--- src/hw/rtl/jsu_pkg.sv ---
package jsu_pkg;

  localparam int QUEUE_DEPTH = 4;

  localparam logic [7:0] CH_QUOTE  = 8'h22;
  localparam logic [7:0] CH_BSLASH = 8'h5c;
  localparam logic [7:0] CH_SLASH  = 8'h2f;
  localparam logic [7:0] CH_B      = 8'h62;
  localparam logic [7:0] CH_F      = 8'h66;
  localparam logic [7:0] CH_N      = 8'h6e;
  localparam logic [7:0] CH_R      = 8'h72;
  localparam logic [7:0] CH_T      = 8'h74;
  localparam logic [7:0] CH_U      = 8'h75;
  localparam logic [7:0] CH_SPACE  = 8'h20;

  localparam logic [7:0] BS_CODE   = 8'h08;
  localparam logic [7:0] FF_CODE   = 8'h0c;
  localparam logic [7:0] LF_CODE   = 8'h0a;
  localparam logic [7:0] CR_CODE   = 8'h0d;
  localparam logic [7:0] TAB_CODE  = 8'h09;

  localparam logic [20:0] SUPP_BASE = 21'h10000;

  typedef struct packed {
    logic [7:0] in_byte;
    logic       is_last;
  } in_t;

  typedef enum logic [1:0] {
    KIND_DATA = 2'd0,
    KIND_DONE = 2'd1,
    KIND_ERR  = 2'd2
  } kind_t;

  typedef enum logic [3:0] {
    ERR_NONE     = 4'd0,
    ERR_QUOTE    = 4'd1,
    ERR_CTRL     = 4'd2,
    ERR_ESC      = 4'd3,
    ERR_HEX      = 4'd4,
    ERR_NO_LOW   = 4'd5,
    ERR_BAD_LOW  = 4'd6,
    ERR_UNPAIRED = 4'd7,
    ERR_END      = 4'd8
  } err_t;

  typedef struct packed {
    logic [7:0] out_byte;
    kind_t      kind;
    err_t       error_code;
    logic       last_of_run;
  } out_t;

  typedef enum logic [2:0] {
    HEAD_NONE = 3'd0,
    HEAD_BYTE = 3'd1,
    HEAD_UTF8 = 3'd2,
    HEAD_DONE = 3'd3,
    HEAD_ERR  = 3'd4
  } head_t;

  typedef struct packed {
    head_t       head;
    logic [20:0] cp;
    logic [2:0]  n_head;
    err_t        err;
    logic        tail_end;
  } job_t;

endpackage

--- src/hw/rtl/json_string_unescape.sv ---
// A byte's result passes through the queue memory and then the back end's output register.
// Throughput: one byte per cycle while each byte yields at most one result and out_ready stays high.
// The back end emits one result per cycle from its output register while out_ready is high,
// so a \u escape yielding k results (up to 5 with the end-of-text error) keeps its queue entry until all k are out.
// Reset: synchronous, active-low rst_n empties the queue and output, and waits for a quote.
module json_string_unescape #(
  parameter int QUEUE_DEPTH = jsu_pkg::QUEUE_DEPTH
) (
  input  logic          clk,
  input  logic          rst_n,
  input  logic          in_valid,
  output logic          in_ready,
  input  jsu_pkg::in_t  in_data,
  output logic          out_valid,
  input  logic          out_ready,
  output jsu_pkg::out_t out_data
);

  logic          take;
  logic          push;
  logic          pop;
  logic          q_full;
  logic          q_empty;
  jsu_pkg::job_t job_in;
  jsu_pkg::job_t job_head;

  assign in_ready = !q_full;
  assign take     = in_valid && in_ready;

  jsu_front u_front (
    .clk     (clk),
    .rst_n   (rst_n),
    .take    (take),
    .in_data (in_data),
    .push    (push),
    .job     (job_in)
  );

  jsu_queue #(
    .DEPTH (QUEUE_DEPTH)
  ) u_queue (
    .clk       (clk),
    .rst_n     (rst_n),
    .push      (push),
    .push_data (job_in),
    .pop       (pop),
    .head_data (job_head),
    .full      (q_full),
    .empty     (q_empty)
  );

  jsu_back u_back (
    .clk       (clk),
    .rst_n     (rst_n),
    .job       (job_head),
    .q_empty   (q_empty),
    .pop       (pop),
    .out_valid (out_valid),
    .out_ready (out_ready),
    .out_data  (out_data)
  );

  a_close_ends_run: assert property (@(posedge clk) disable iff (!rst_n)
    out_valid && (out_data.kind != jsu_pkg::KIND_DATA) |-> out_data.last_of_run)
    else $error("close or error result not last of run");

  a_code_matches_kind: assert property (@(posedge clk) disable iff (!rst_n)
    out_valid |-> ((out_data.kind == jsu_pkg::KIND_ERR) ==
                   (out_data.error_code != jsu_pkg::ERR_NONE)))
    else $error("error code inconsistent with kind");

  a_pop_nonempty: assert property (@(posedge clk) disable iff (!rst_n)
    pop |-> !q_empty)
    else $error("queue drained while empty");

endmodule

--- src/hw/rtl/jsu_front.sv ---
module jsu_front (
  input  logic          clk,
  input  logic          rst_n,
  input  logic          take,
  input  jsu_pkg::in_t  in_data,
  output logic          push,
  output jsu_pkg::job_t job
);

  typedef enum logic [6:0] {
    PH_IDLE    = 7'b0000001,
    PH_BODY    = 7'b0000010,
    PH_ESC     = 7'b0000100,
    PH_HEX1    = 7'b0001000,
    PH_SEEK_BS = 7'b0010000,
    PH_SEEK_U  = 7'b0100000,
    PH_HEX2    = 7'b1000000
  } phase_t;

  phase_t      phase_r, phase_nxt;
  logic [1:0]  cnt_r, cnt_nxt;
  logic [11:0] acc_r, acc_nxt;
  logic [9:0]  hs_r, hs_nxt;

  logic [7:0]  c;
  logic        hex_ok;
  logic [3:0]  hex_val;
  logic [15:0] code;

  assign c = in_data.in_byte;

  always_comb begin
    hex_ok  = 1'b1;
    hex_val = c[3:0];
    if (c inside {[8'h30:8'h39]}) begin
      hex_val = c[3:0];
    end else if (c inside {[8'h61:8'h66], [8'h41:8'h46]}) begin
      hex_val = c[3:0] + 4'd9;
    end else begin
      hex_ok = 1'b0;
    end
  end

  assign code = {acc_r, hex_val};

  always_comb begin
    phase_nxt    = phase_r;
    cnt_nxt      = cnt_r;
    acc_nxt      = acc_r;
    hs_nxt       = hs_r;
    job.head     = jsu_pkg::HEAD_NONE;
    job.cp       = '0;
    job.n_head   = 3'd0;
    job.err      = jsu_pkg::ERR_NONE;
    job.tail_end = 1'b0;
    case (phase_r)
      PH_BODY: begin
        if (c == jsu_pkg::CH_QUOTE) begin
          job.head   = jsu_pkg::HEAD_DONE;
          job.n_head = 3'd1;
          phase_nxt  = PH_IDLE;
        end else if (c < jsu_pkg::CH_SPACE) begin
          job.head   = jsu_pkg::HEAD_ERR;
          job.err    = jsu_pkg::ERR_CTRL;
          job.n_head = 3'd1;
          phase_nxt  = PH_IDLE;
        end else if (c == jsu_pkg::CH_BSLASH) begin
          phase_nxt = PH_ESC;
        end else begin
          job.head   = jsu_pkg::HEAD_BYTE;
          job.cp     = {13'd0, c};
          job.n_head = 3'd1;
        end
      end
      PH_ESC: begin
        job.head   = jsu_pkg::HEAD_BYTE;
        job.n_head = 3'd1;
        phase_nxt  = PH_BODY;
        case (c)
          jsu_pkg::CH_QUOTE, jsu_pkg::CH_BSLASH, jsu_pkg::CH_SLASH: job.cp = {13'd0, c};
          jsu_pkg::CH_B: job.cp = {13'd0, jsu_pkg::BS_CODE};
          jsu_pkg::CH_F: job.cp = {13'd0, jsu_pkg::FF_CODE};
          jsu_pkg::CH_N: job.cp = {13'd0, jsu_pkg::LF_CODE};
          jsu_pkg::CH_R: job.cp = {13'd0, jsu_pkg::CR_CODE};
          jsu_pkg::CH_T: job.cp = {13'd0, jsu_pkg::TAB_CODE};
          jsu_pkg::CH_U: begin
            job.head   = jsu_pkg::HEAD_NONE;
            job.n_head = 3'd0;
            phase_nxt  = PH_HEX1;
            cnt_nxt    = 2'd0;
            acc_nxt    = '0;
          end
          default: begin
            job.head  = jsu_pkg::HEAD_ERR;
            job.err   = jsu_pkg::ERR_ESC;
            phase_nxt = PH_IDLE;
          end
        endcase
      end
      PH_HEX1, PH_HEX2: begin
        if (!hex_ok) begin
          job.head   = jsu_pkg::HEAD_ERR;
          job.err    = jsu_pkg::ERR_HEX;
          job.n_head = 3'd1;
          phase_nxt  = PH_IDLE;
        end else if (cnt_r != 2'd3) begin
          acc_nxt = {acc_r[7:0], hex_val};
          cnt_nxt = cnt_r + 2'd1;
        end else begin
          cnt_nxt = 2'd0;
          if (phase_r == PH_HEX1) begin
            if (code[15:10] == 6'b110110) begin
              hs_nxt    = code[9:0];
              phase_nxt = PH_SEEK_BS;
            end else if (code[15:10] == 6'b110111) begin
              job.head   = jsu_pkg::HEAD_ERR;
              job.err    = jsu_pkg::ERR_UNPAIRED;
              job.n_head = 3'd1;
              phase_nxt  = PH_IDLE;
            end else begin
              job.head  = jsu_pkg::HEAD_UTF8;
              job.cp    = {5'd0, code};
              phase_nxt = PH_BODY;
              if (code[15:7] == 9'd0) begin
                job.n_head = 3'd1;
              end else if (code[15:11] == 5'd0) begin
                job.n_head = 3'd2;
              end else begin
                job.n_head = 3'd3;
              end
            end
          end else begin
            if (code[15:10] != 6'b110111) begin
              job.head   = jsu_pkg::HEAD_ERR;
              job.err    = jsu_pkg::ERR_BAD_LOW;
              job.n_head = 3'd1;
              phase_nxt  = PH_IDLE;
            end else begin
              job.head   = jsu_pkg::HEAD_UTF8;
              job.cp     = jsu_pkg::SUPP_BASE + {1'b0, hs_r, code[9:0]};
              job.n_head = 3'd4;
              phase_nxt  = PH_BODY;
            end
          end
        end
      end
      PH_SEEK_BS: begin
        if (c == jsu_pkg::CH_BSLASH) begin
          phase_nxt = PH_SEEK_U;
        end else begin
          job.head   = jsu_pkg::HEAD_ERR;
          job.err    = jsu_pkg::ERR_NO_LOW;
          job.n_head = 3'd1;
          phase_nxt  = PH_IDLE;
        end
      end
      PH_SEEK_U: begin
        if (c == jsu_pkg::CH_U) begin
          phase_nxt = PH_HEX2;
          cnt_nxt   = 2'd0;
          acc_nxt   = '0;
        end else begin
          job.head   = jsu_pkg::HEAD_ERR;
          job.err    = jsu_pkg::ERR_NO_LOW;
          job.n_head = 3'd1;
          phase_nxt  = PH_IDLE;
        end
      end
      default: begin
        if (c == jsu_pkg::CH_QUOTE) begin
          phase_nxt = PH_BODY;
        end else begin
          job.head   = jsu_pkg::HEAD_ERR;
          job.err    = jsu_pkg::ERR_QUOTE;
          job.n_head = 3'd1;
          phase_nxt  = PH_IDLE;
        end
      end
    endcase
    if (in_data.is_last && (phase_nxt != PH_IDLE)) begin
      job.tail_end = 1'b1;
      phase_nxt    = PH_IDLE;
    end
  end

  assign push = take && ((job.head != jsu_pkg::HEAD_NONE) || job.tail_end);

  always_ff @(posedge clk) begin
    if (!rst_n) begin
      phase_r <= PH_IDLE;
      cnt_r   <= 2'd0;
    end else if (take) begin
      phase_r <= phase_nxt;
      cnt_r   <= cnt_nxt;
    end
  end

  always_ff @(posedge clk) begin
    if (take) begin
      acc_r <= acc_nxt;
      hs_r  <= hs_nxt;
    end
  end

endmodule

--- src/hw/rtl/jsu_queue.sv ---
module jsu_queue #(
  parameter int DEPTH = jsu_pkg::QUEUE_DEPTH
) (
  input  logic          clk,
  input  logic          rst_n,
  input  logic          push,
  input  jsu_pkg::job_t push_data,
  input  logic          pop,
  output jsu_pkg::job_t head_data,
  output logic          full,
  output logic          empty
);

  localparam int AW = $clog2(DEPTH);
  localparam int CW = $clog2(DEPTH + 1);

  jsu_pkg::job_t mem [DEPTH];
  logic [AW-1:0] wr_ptr_r, rd_ptr_r;
  logic [CW-1:0] count_r;

  assign full      = (count_r == CW'(DEPTH));
  assign empty     = (count_r == '0);
  assign head_data = mem[rd_ptr_r];

  always_ff @(posedge clk) begin
    if (push) begin
      mem[wr_ptr_r] <= push_data;
    end
  end

  always_ff @(posedge clk) begin
    if (!rst_n) begin
      wr_ptr_r <= '0;
      rd_ptr_r <= '0;
      count_r  <= '0;
    end else begin
      if (push) begin
        wr_ptr_r <= (wr_ptr_r == AW'(DEPTH - 1)) ? '0 : wr_ptr_r + 1'b1;
      end
      if (pop) begin
        rd_ptr_r <= (rd_ptr_r == AW'(DEPTH - 1)) ? '0 : rd_ptr_r + 1'b1;
      end
      if (push && !pop) begin
        count_r <= count_r + 1'b1;
      end else if (pop && !push) begin
        count_r <= count_r - 1'b1;
      end
    end
  end

endmodule

--- src/hw/rtl/jsu_back.sv ---
module jsu_back (
  input  logic          clk,
  input  logic          rst_n,
  input  jsu_pkg::job_t job,
  input  logic          q_empty,
  output logic          pop,
  output logic          out_valid,
  input  logic          out_ready,
  output jsu_pkg::out_t out_data
);

  logic          out_valid_r;
  jsu_pkg::out_t out_r, res;
  logic [2:0]    idx_r;
  logic [2:0]    total;
  logic          load;
  logic          is_final;
  logic [7:0]    ubyte;

  assign total    = job.n_head + {2'd0, job.tail_end};
  assign is_final = (idx_r == total - 3'd1);
  assign load     = !q_empty && (!out_valid_r || out_ready);
  assign pop      = load && is_final;

  always_comb begin
    case (job.n_head)
      3'd1: ubyte = job.cp[7:0];
      3'd2: ubyte = (idx_r == 3'd0) ? {3'b110, job.cp[10:6]} : {2'b10, job.cp[5:0]};
      3'd3: begin
        case (idx_r)
          3'd0:    ubyte = {4'b1110, job.cp[15:12]};
          3'd1:    ubyte = {2'b10, job.cp[11:6]};
          default: ubyte = {2'b10, job.cp[5:0]};
        endcase
      end
      default: begin
        case (idx_r)
          3'd0:    ubyte = {5'b11110, job.cp[20:18]};
          3'd1:    ubyte = {2'b10, job.cp[17:12]};
          3'd2:    ubyte = {2'b10, job.cp[11:6]};
          default: ubyte = {2'b10, job.cp[5:0]};
        endcase
      end
    endcase
  end

  always_comb begin
    res.out_byte    = 8'd0;
    res.kind        = jsu_pkg::KIND_ERR;
    res.error_code  = jsu_pkg::ERR_END;
    res.last_of_run = is_final;
    if (idx_r < job.n_head) begin
      case (job.head)
        jsu_pkg::HEAD_BYTE: begin
          res.out_byte   = job.cp[7:0];
          res.kind       = jsu_pkg::KIND_DATA;
          res.error_code = jsu_pkg::ERR_NONE;
        end
        jsu_pkg::HEAD_UTF8: begin
          res.out_byte   = ubyte;
          res.kind       = jsu_pkg::KIND_DATA;
          res.error_code = jsu_pkg::ERR_NONE;
        end
        jsu_pkg::HEAD_DONE: begin
          res.kind       = jsu_pkg::KIND_DONE;
          res.error_code = jsu_pkg::ERR_NONE;
        end
        default: begin
          res.error_code = job.err;
        end
      endcase
    end
  end

  always_ff @(posedge clk) begin
    if (!rst_n) begin
      out_valid_r <= 1'b0;
      idx_r       <= 3'd0;
    end else if (load) begin
      out_valid_r <= 1'b1;
      idx_r       <= is_final ? 3'd0 : idx_r + 3'd1;
    end else if (out_ready) begin
      out_valid_r <= 1'b0;
    end
  end

  always_ff @(posedge clk) begin
    if (load) begin
      out_r <= res;
    end
  end

  assign out_valid = out_valid_r;
  assign out_data  = out_r;

endmodule
--- config.mk ---
export PLATFORM = sky130hd
export DESIGN_NAME = json_string_unescape
export DESIGN_NICKNAME = d
export VERILOG_FILES = /design/src/hw/rtl/jsu_pkg.sv /design/src/hw/rtl/json_string_unescape.sv /design/src/hw/rtl/jsu_front.sv /design/src/hw/rtl/jsu_queue.sv /design/src/hw/rtl/jsu_back.sv
export SDC_FILE = /design/constraint.sdc
export NUM_CORES = 1
export LEC_CHECK = 0
export ABC_AREA = 1
export BUFFER_PORTS_ARGS = -buffer_cell sky130_fd_sc_hd__buf_2
export CORE_ASPECT_RATIO = 0.5
export CORE_MARGIN = 2
export CORE_UTILIZATION = 45
export CTS_BUF_LIST = sky130_fd_sc_hd__clkbuf_16
export DETAILED_ROUTE_END_ITERATION = 8
export MAX_ROUTING_LAYER = met4
export SLEW_MARGIN = 0
export SYNTH_ARGS = -nofsm -noshare
export SYNTH_HDL_FRONTEND = slang
export SYNTH_HIERARCHICAL = 1
export SYNTH_SLANG_ARGS = --single-unit
--- constraint.sdc ---
create_clock -name clk -period 3 [get_ports clk]
set_input_delay 0 -clock clk [delete_from_list [all_inputs] [get_ports clk]]
set_output_delay 0 -clock clk [all_outputs]
set_load 0.02 [all_outputs]
**Word-level counts from Yosys, hierarchy flattened**

Memories as Yosys holds them, arrays and structs flattened. A register that Yosys moved wholly into a read port is not among the register bits.
Index checks and enable logic that the tools add are counted.

- Add/sub/neg operators: 10
- $mul: 0
- Divide/modulo/power cells: 0
- Magnitude comparators: 8
- Equality and inequality tests: 35
- Shift operators: 0
- Muxes and demuxes: 84
- Bitwise gates (word level): 2
- Reduce and logical (&&, ||, !) cells: 37

Operators with widths:

| operator | number |
|---|---|
| two-way mux 31 bit | 3 |
| two-way mux 21 bit | 4 |
| two-way mux 7 bit | 11 |
| case mux 7 bit (5 select lines) | 2 |
| case mux 21 bit (3 select lines) | 1 |
| == test 8 x 7 -> 1 bit, second input constant | 7 |
| two-way mux 3 bit | 17 |
| case mux 8 bit (6 select lines) | 1 |
| two-way mux 12 bit | 3 |
| two-way mux 2 bit | 14 |
| two-way mux 25 bit | 1 |
| case mux 12 bit (2 select lines) | 1 |
| case mux 8 bit (3 select lines) | 1 |
| adder 17 x 20 -> 21 bit, first input constant | 1 |
| case mux 7 bit (3 select lines) | 1 |
| == test 8 x 6 -> 1 bit, second input constant | 2 |
| >= comparator 8 x 7 -> 1 bit, second input constant | 2 |
| <= comparator 8 x 7 -> 1 bit, second input constant | 2 |
| two-way mux 16 bit | 1 |
| case mux 8 bit (2 select lines) | 1 |
| == test 3 x 2 -> 1 bit, second input constant | 5 |
| two-way mux 5 bit | 3 |
| case mux 3 bit (5 select lines) | 1 |
| case mux 7 bit (2 select lines) | 1 |
| other kinds (47) | 90 |

- Bits in registers: 57
- Latch bits: 0
- RAM bits: 128
- Bits in read-only memories: 0
- Output and inout port bits: 17
- Logic and storage cells: 191
- Memories: 1

Memory list:

| name | depth | width | read ports | clocked after Yosys merged registers in | wr ports | line | source |
|---|---|---|---|---|---|---|---|
| u_queue.mem | 4 | 32 | 1 | 1 | 1 | jsu_queue.sv:17 | `jsu_pkg::job_t mem [DEPTH];` |

**Depth between registers and ports, before layout**

- Depth in word-level cells: 18
- Depth in mapped cells: 24

**By module**

The synthesis kept the hierarchy.

Modules (own cells, without submodules):

| module | times used | cells each | area each (um^2) |
|---|---|---|---|
| jsu_queue | 1 | 368 | 5235.0 |
| jsu_front | 1 | 356 | 2546.2 |
| jsu_back | 1 | 255 | 1739.2 |
| json_string_unescape | 1 | 3 | 13.8 |

**Worst setup path after synthesis**

OpenSTA, ideal clock, no wires.

- Path kind: register -> register
- From: register with a tool-made name
- To: register u_queue.count_r[1]
- Setup time: 0.116 ns
- Data arrival time: 2.836 ns
- Required time: 2.884 ns
- Slack: 0.048 ns
- Cell stages (with the launch flop): 19
- Buffers on the path: 2
- Period minus slack after synthesis: 2.952 ns
- Path through: dfxtp_1 buf_6 inv_8 buf_6 nor2_1 o22ai_1 inv_2 ha_1 ha_1 xnor2_1 a21oi_1 nand2_1 nor2_1 inv_1 ha_1 inv_1 fa_1 o21ai_0 nor2_1

RTL lines:

| what | line | source |
|---|---|---|
| end signal: assignment | jsu_queue.sv:44 | `count_r <= count_r + 1'b1;` |
| end signal: assignment | jsu_queue.sv:46 | `count_r <= count_r - 1'b1;` |
| end: declaration | jsu_queue.sv:19 | `logic [CW-1:0] count_r;` |

==> summary.txt <==
Outcome - complete, no violations
Worst-path clk slew - 60 ps
CP required - 3320 ps
Starting Density - 46.18%
H-tree Lvls - 4
Most frequent cells in the layout - 165 x edfxtp_1, 157 x nand2_1, 148 x nor2_1
Post-route insts no fill - 1330
CTS tree - yes
Largest net degree at the start of global routing - 41
Final Hold Fails - 0
Peak VDD IR - 0.0004263 V
Pwr dens - 692.1 nW/um2
Hpwl dp - 16310 um
Antenna Violating Nets Remaining - 0
Worst-Skew Late Latency - 430 ps
Yosys cell types - 51
Post-Syn Nets - 1016
FF+latch area - 5400 um2
Hold/Removal Path Class - in2reg
Met3 wire length - 1413 um
I/O Buffers - 29
DR vias/cell - 5.383
DIE AREA - 22440 um2
Row count - 37
Min cycle time layout - 2837 ps
Final setup fails - 0
Inserted Clock Buffers - 17
Nets - 1080
Initial antenna violation count - 0
Skew final - 11.77 ps
Crit Path Class - in2reg
Post-Synthesis Cells - 982
CP arrival - 3160 ps
Routed WL - 23040 um
Residual DRC count - 0
Crit Reg-Reg Startpoint - u_front/phase_r[3]$_SDFFE_PN0P_
# diodes - 0
Share of layout cells above drive strength 1 - 17.31%
First-pass GRT wire length - 36470 um
Via count - 7160
Mapped Area - 9534 um2
Register area share after synthesis - 56.59%
Worst Setup SP - in_data[1]
WL met1 - 11360 um
Pins over their slew limit - 0
Fmax - 352.5 MHz
Top Layer Used - met4
Syn_area_per_cell - 9.709 um2
DRT Pass-1 Iters - 5
Hold Crit Start - in_data[3]
Crit end category - flip-flop
Commonest non-fill, non-tap cell in the layout - edfxtp_1
Total track usage - 22.04%
First-iteration detailed-routing DRC count - 703
Die Y - 106.9 um
Die Span X - 209.9 um
Gp weighted congestion - 0.9216
Slew margin rel. - 40.58%
Area grow syn2layout - 12.58%
Wire per inst - 17.33 um
Setup TNS - 0 ps
Worst Tran Pin Value - 882.0 ps
Maximum Capacitance Violations - 0
Tcrit/Tclk final - 94.57%
Yosys warnings - 6
Vias in the first global route - 6769
Global route overflow - 0
Num ports - 30
Met2 WL - 10080 um
Filler instances - 1831
Maximum buffer depth of the clock tree - 2
Core area - 20650 um2
Startpoint class of the critical path - input pin
CTS sink cnt - 187
Root Buffer - clkbuf_16
Leakage power - 4.315 nW
Crit path max fanout - 4
Register bit total from synthesis - 187
Placed insts - 1290
Area of the multi-input gates - 3451 um2
## cell usage after synthesis (all sizes together)
cell type / instances / area share, %
o21bai: 1 / 0.079
nand3: 70 / 4.5
nor4: 3 / 0.20
dlygate4sd3: 1 / 0.10
nor2: 171 / 7.7
xnor2: 1 / 0.092
o311ai: 1 / 0.092
nand4: 9 / 0.59
conb: 1 / 0.039
a21oi: 35 / 2.2
a21boi: 1 / 0.079
nand3b: 2 / 0.29
o211ai: 4 / 0.46
o21ai: 85 / 4.6
xor2: 5 / 0.46
o221ai: 3 / 0.28
o31ai: 1 / 0.079
inv: 124 / 5.1
or2: 1 / 0.066
a211oi: 2 / 0.16
clkbuf: 2 / 0.079
o2111ai: 1 / 0.092
nor3: 17 / 1.0
o22ai: 36 / 2.4
ha: 20 / 2.6
dfxtp: 22 / 4.6
fa: 1 / 0.21
nand2: 172 / 7.4
buf: 24 / 2.4
clkinv: 1 / 0.052
edfxtp: 165 / 52
## per-layer routing
layer | up-vias | GRT usage (%)
met3 | 14 | 3.720
met1 | 3450 | 31.55
met2 | 232 | 33.29
met5 | - | -
met4 | 0 | 4.610
li1 | 3464 | -
## sequential cells by signal (all words and copies together), names as in the netlist, named ones only
register,cells
u_back/idx_r,3
u_back/out_data,15
u_back/out_valid,1
u_front/acc_r,12
u_front/cnt_r,2
u_front/hs_r,10
u_front/phase_r,7
u_queue/count_r,3
u_queue/mem,128
u_queue/rd_ptr_r,2
u_queue/wr_ptr_r,2
## through the flow
stage / total power (W) / utilization [%] / cell area (um2) / setup slack (ps) / hold slack [ps]
2_1_floorplan: 0.004771 / - / 9534 / 48.33 / 116.8
3_3_place_gp: 0.005377 / 48.82 / 10080 / 128.2 / 277.6
3_5_place_dp: 0.005407 / 48.82 / 10080 / 30.43 / 294.3
4_1_cts: 0.007416 / 51.60 / 10650 / 14.47 / 78.98
5_1_grt: 0.007847 / 51.99 / 10730 / -14.27 / 115.5
6_report: 0.007429 / 51.99 / 10730 / 163.0 / 96.97
## critical path: stages
cell and delay [ps]:
dlygate4sd3_1 530, buf_2 150, inv_1 120, ha_1 210, inv_1 60, nor2_2 130, nand2_2 100, o211ai_4 120
nand3_1 180, nand2_1 170, nor2_2 50, nand4_1 110, nor2_2 50, a21oi_2 170, ha_2 220, inv_2 50
fa_2 400, inv_1 70, nand2_1 60, nand3_1 70, nand2_1 50, inv_1 50, nor2_1 30
## cell families after synthesis
kind of cell	after synthesis	share of synthesized area, %
adders and majority gates	21	2.835
xor gates and xnor gates	6	0.5512
AOI/OAI and AO/OA	170	10.53
and+or+nand+nor	445	21.76
other	1	0.03933
buffers and inverters	152	7.703
DFF	187	56.59
## layout make-up
cell class	instances	area share, %
sequential	187	50.31
clock inverter	13	0.7344
inverter	125	4.569
tap	273	3.182
timing repair buffer	72	5.094
clock buffer	17	3.963
multi-input combinational	643	32.15
## final timing paths
kind,to,slack (ps),depth (start not counted)
worst min register to register,u_front/hs_r[8]$_DFFE_PP_,460,0
worst max-delay path,u_queue/count_r[2]$_SDFFE_PN0P_,160,23
worst max register to register,u_queue/count_r[2]$_SDFFE_PN0P_,190,19
worst min-delay path,u_front/hs_r[2]$_DFFE_PP_,100,4
## where the power goes
group	switching [W]	leakage, nW	internal, W
Sequential	0.000117	1.74	0.00318
Combinational	0.00144	2.32	0.000679
Clock	0.000967	0.256	0.00104
Total	0.00253	4.31	0.00490
## what timing repair did
| action | in CTS | in global routing |
|---|---|---|
| hold buffers | 7 | 0 |
| setup endpoints to repair | 0 | 2 |
| setup buffers | 0 | 3 |
| endpoints found under the hold margin | 16 | 0 |
| resized for setup | 0 | 21 |
(Power assumes the default switching activity.)
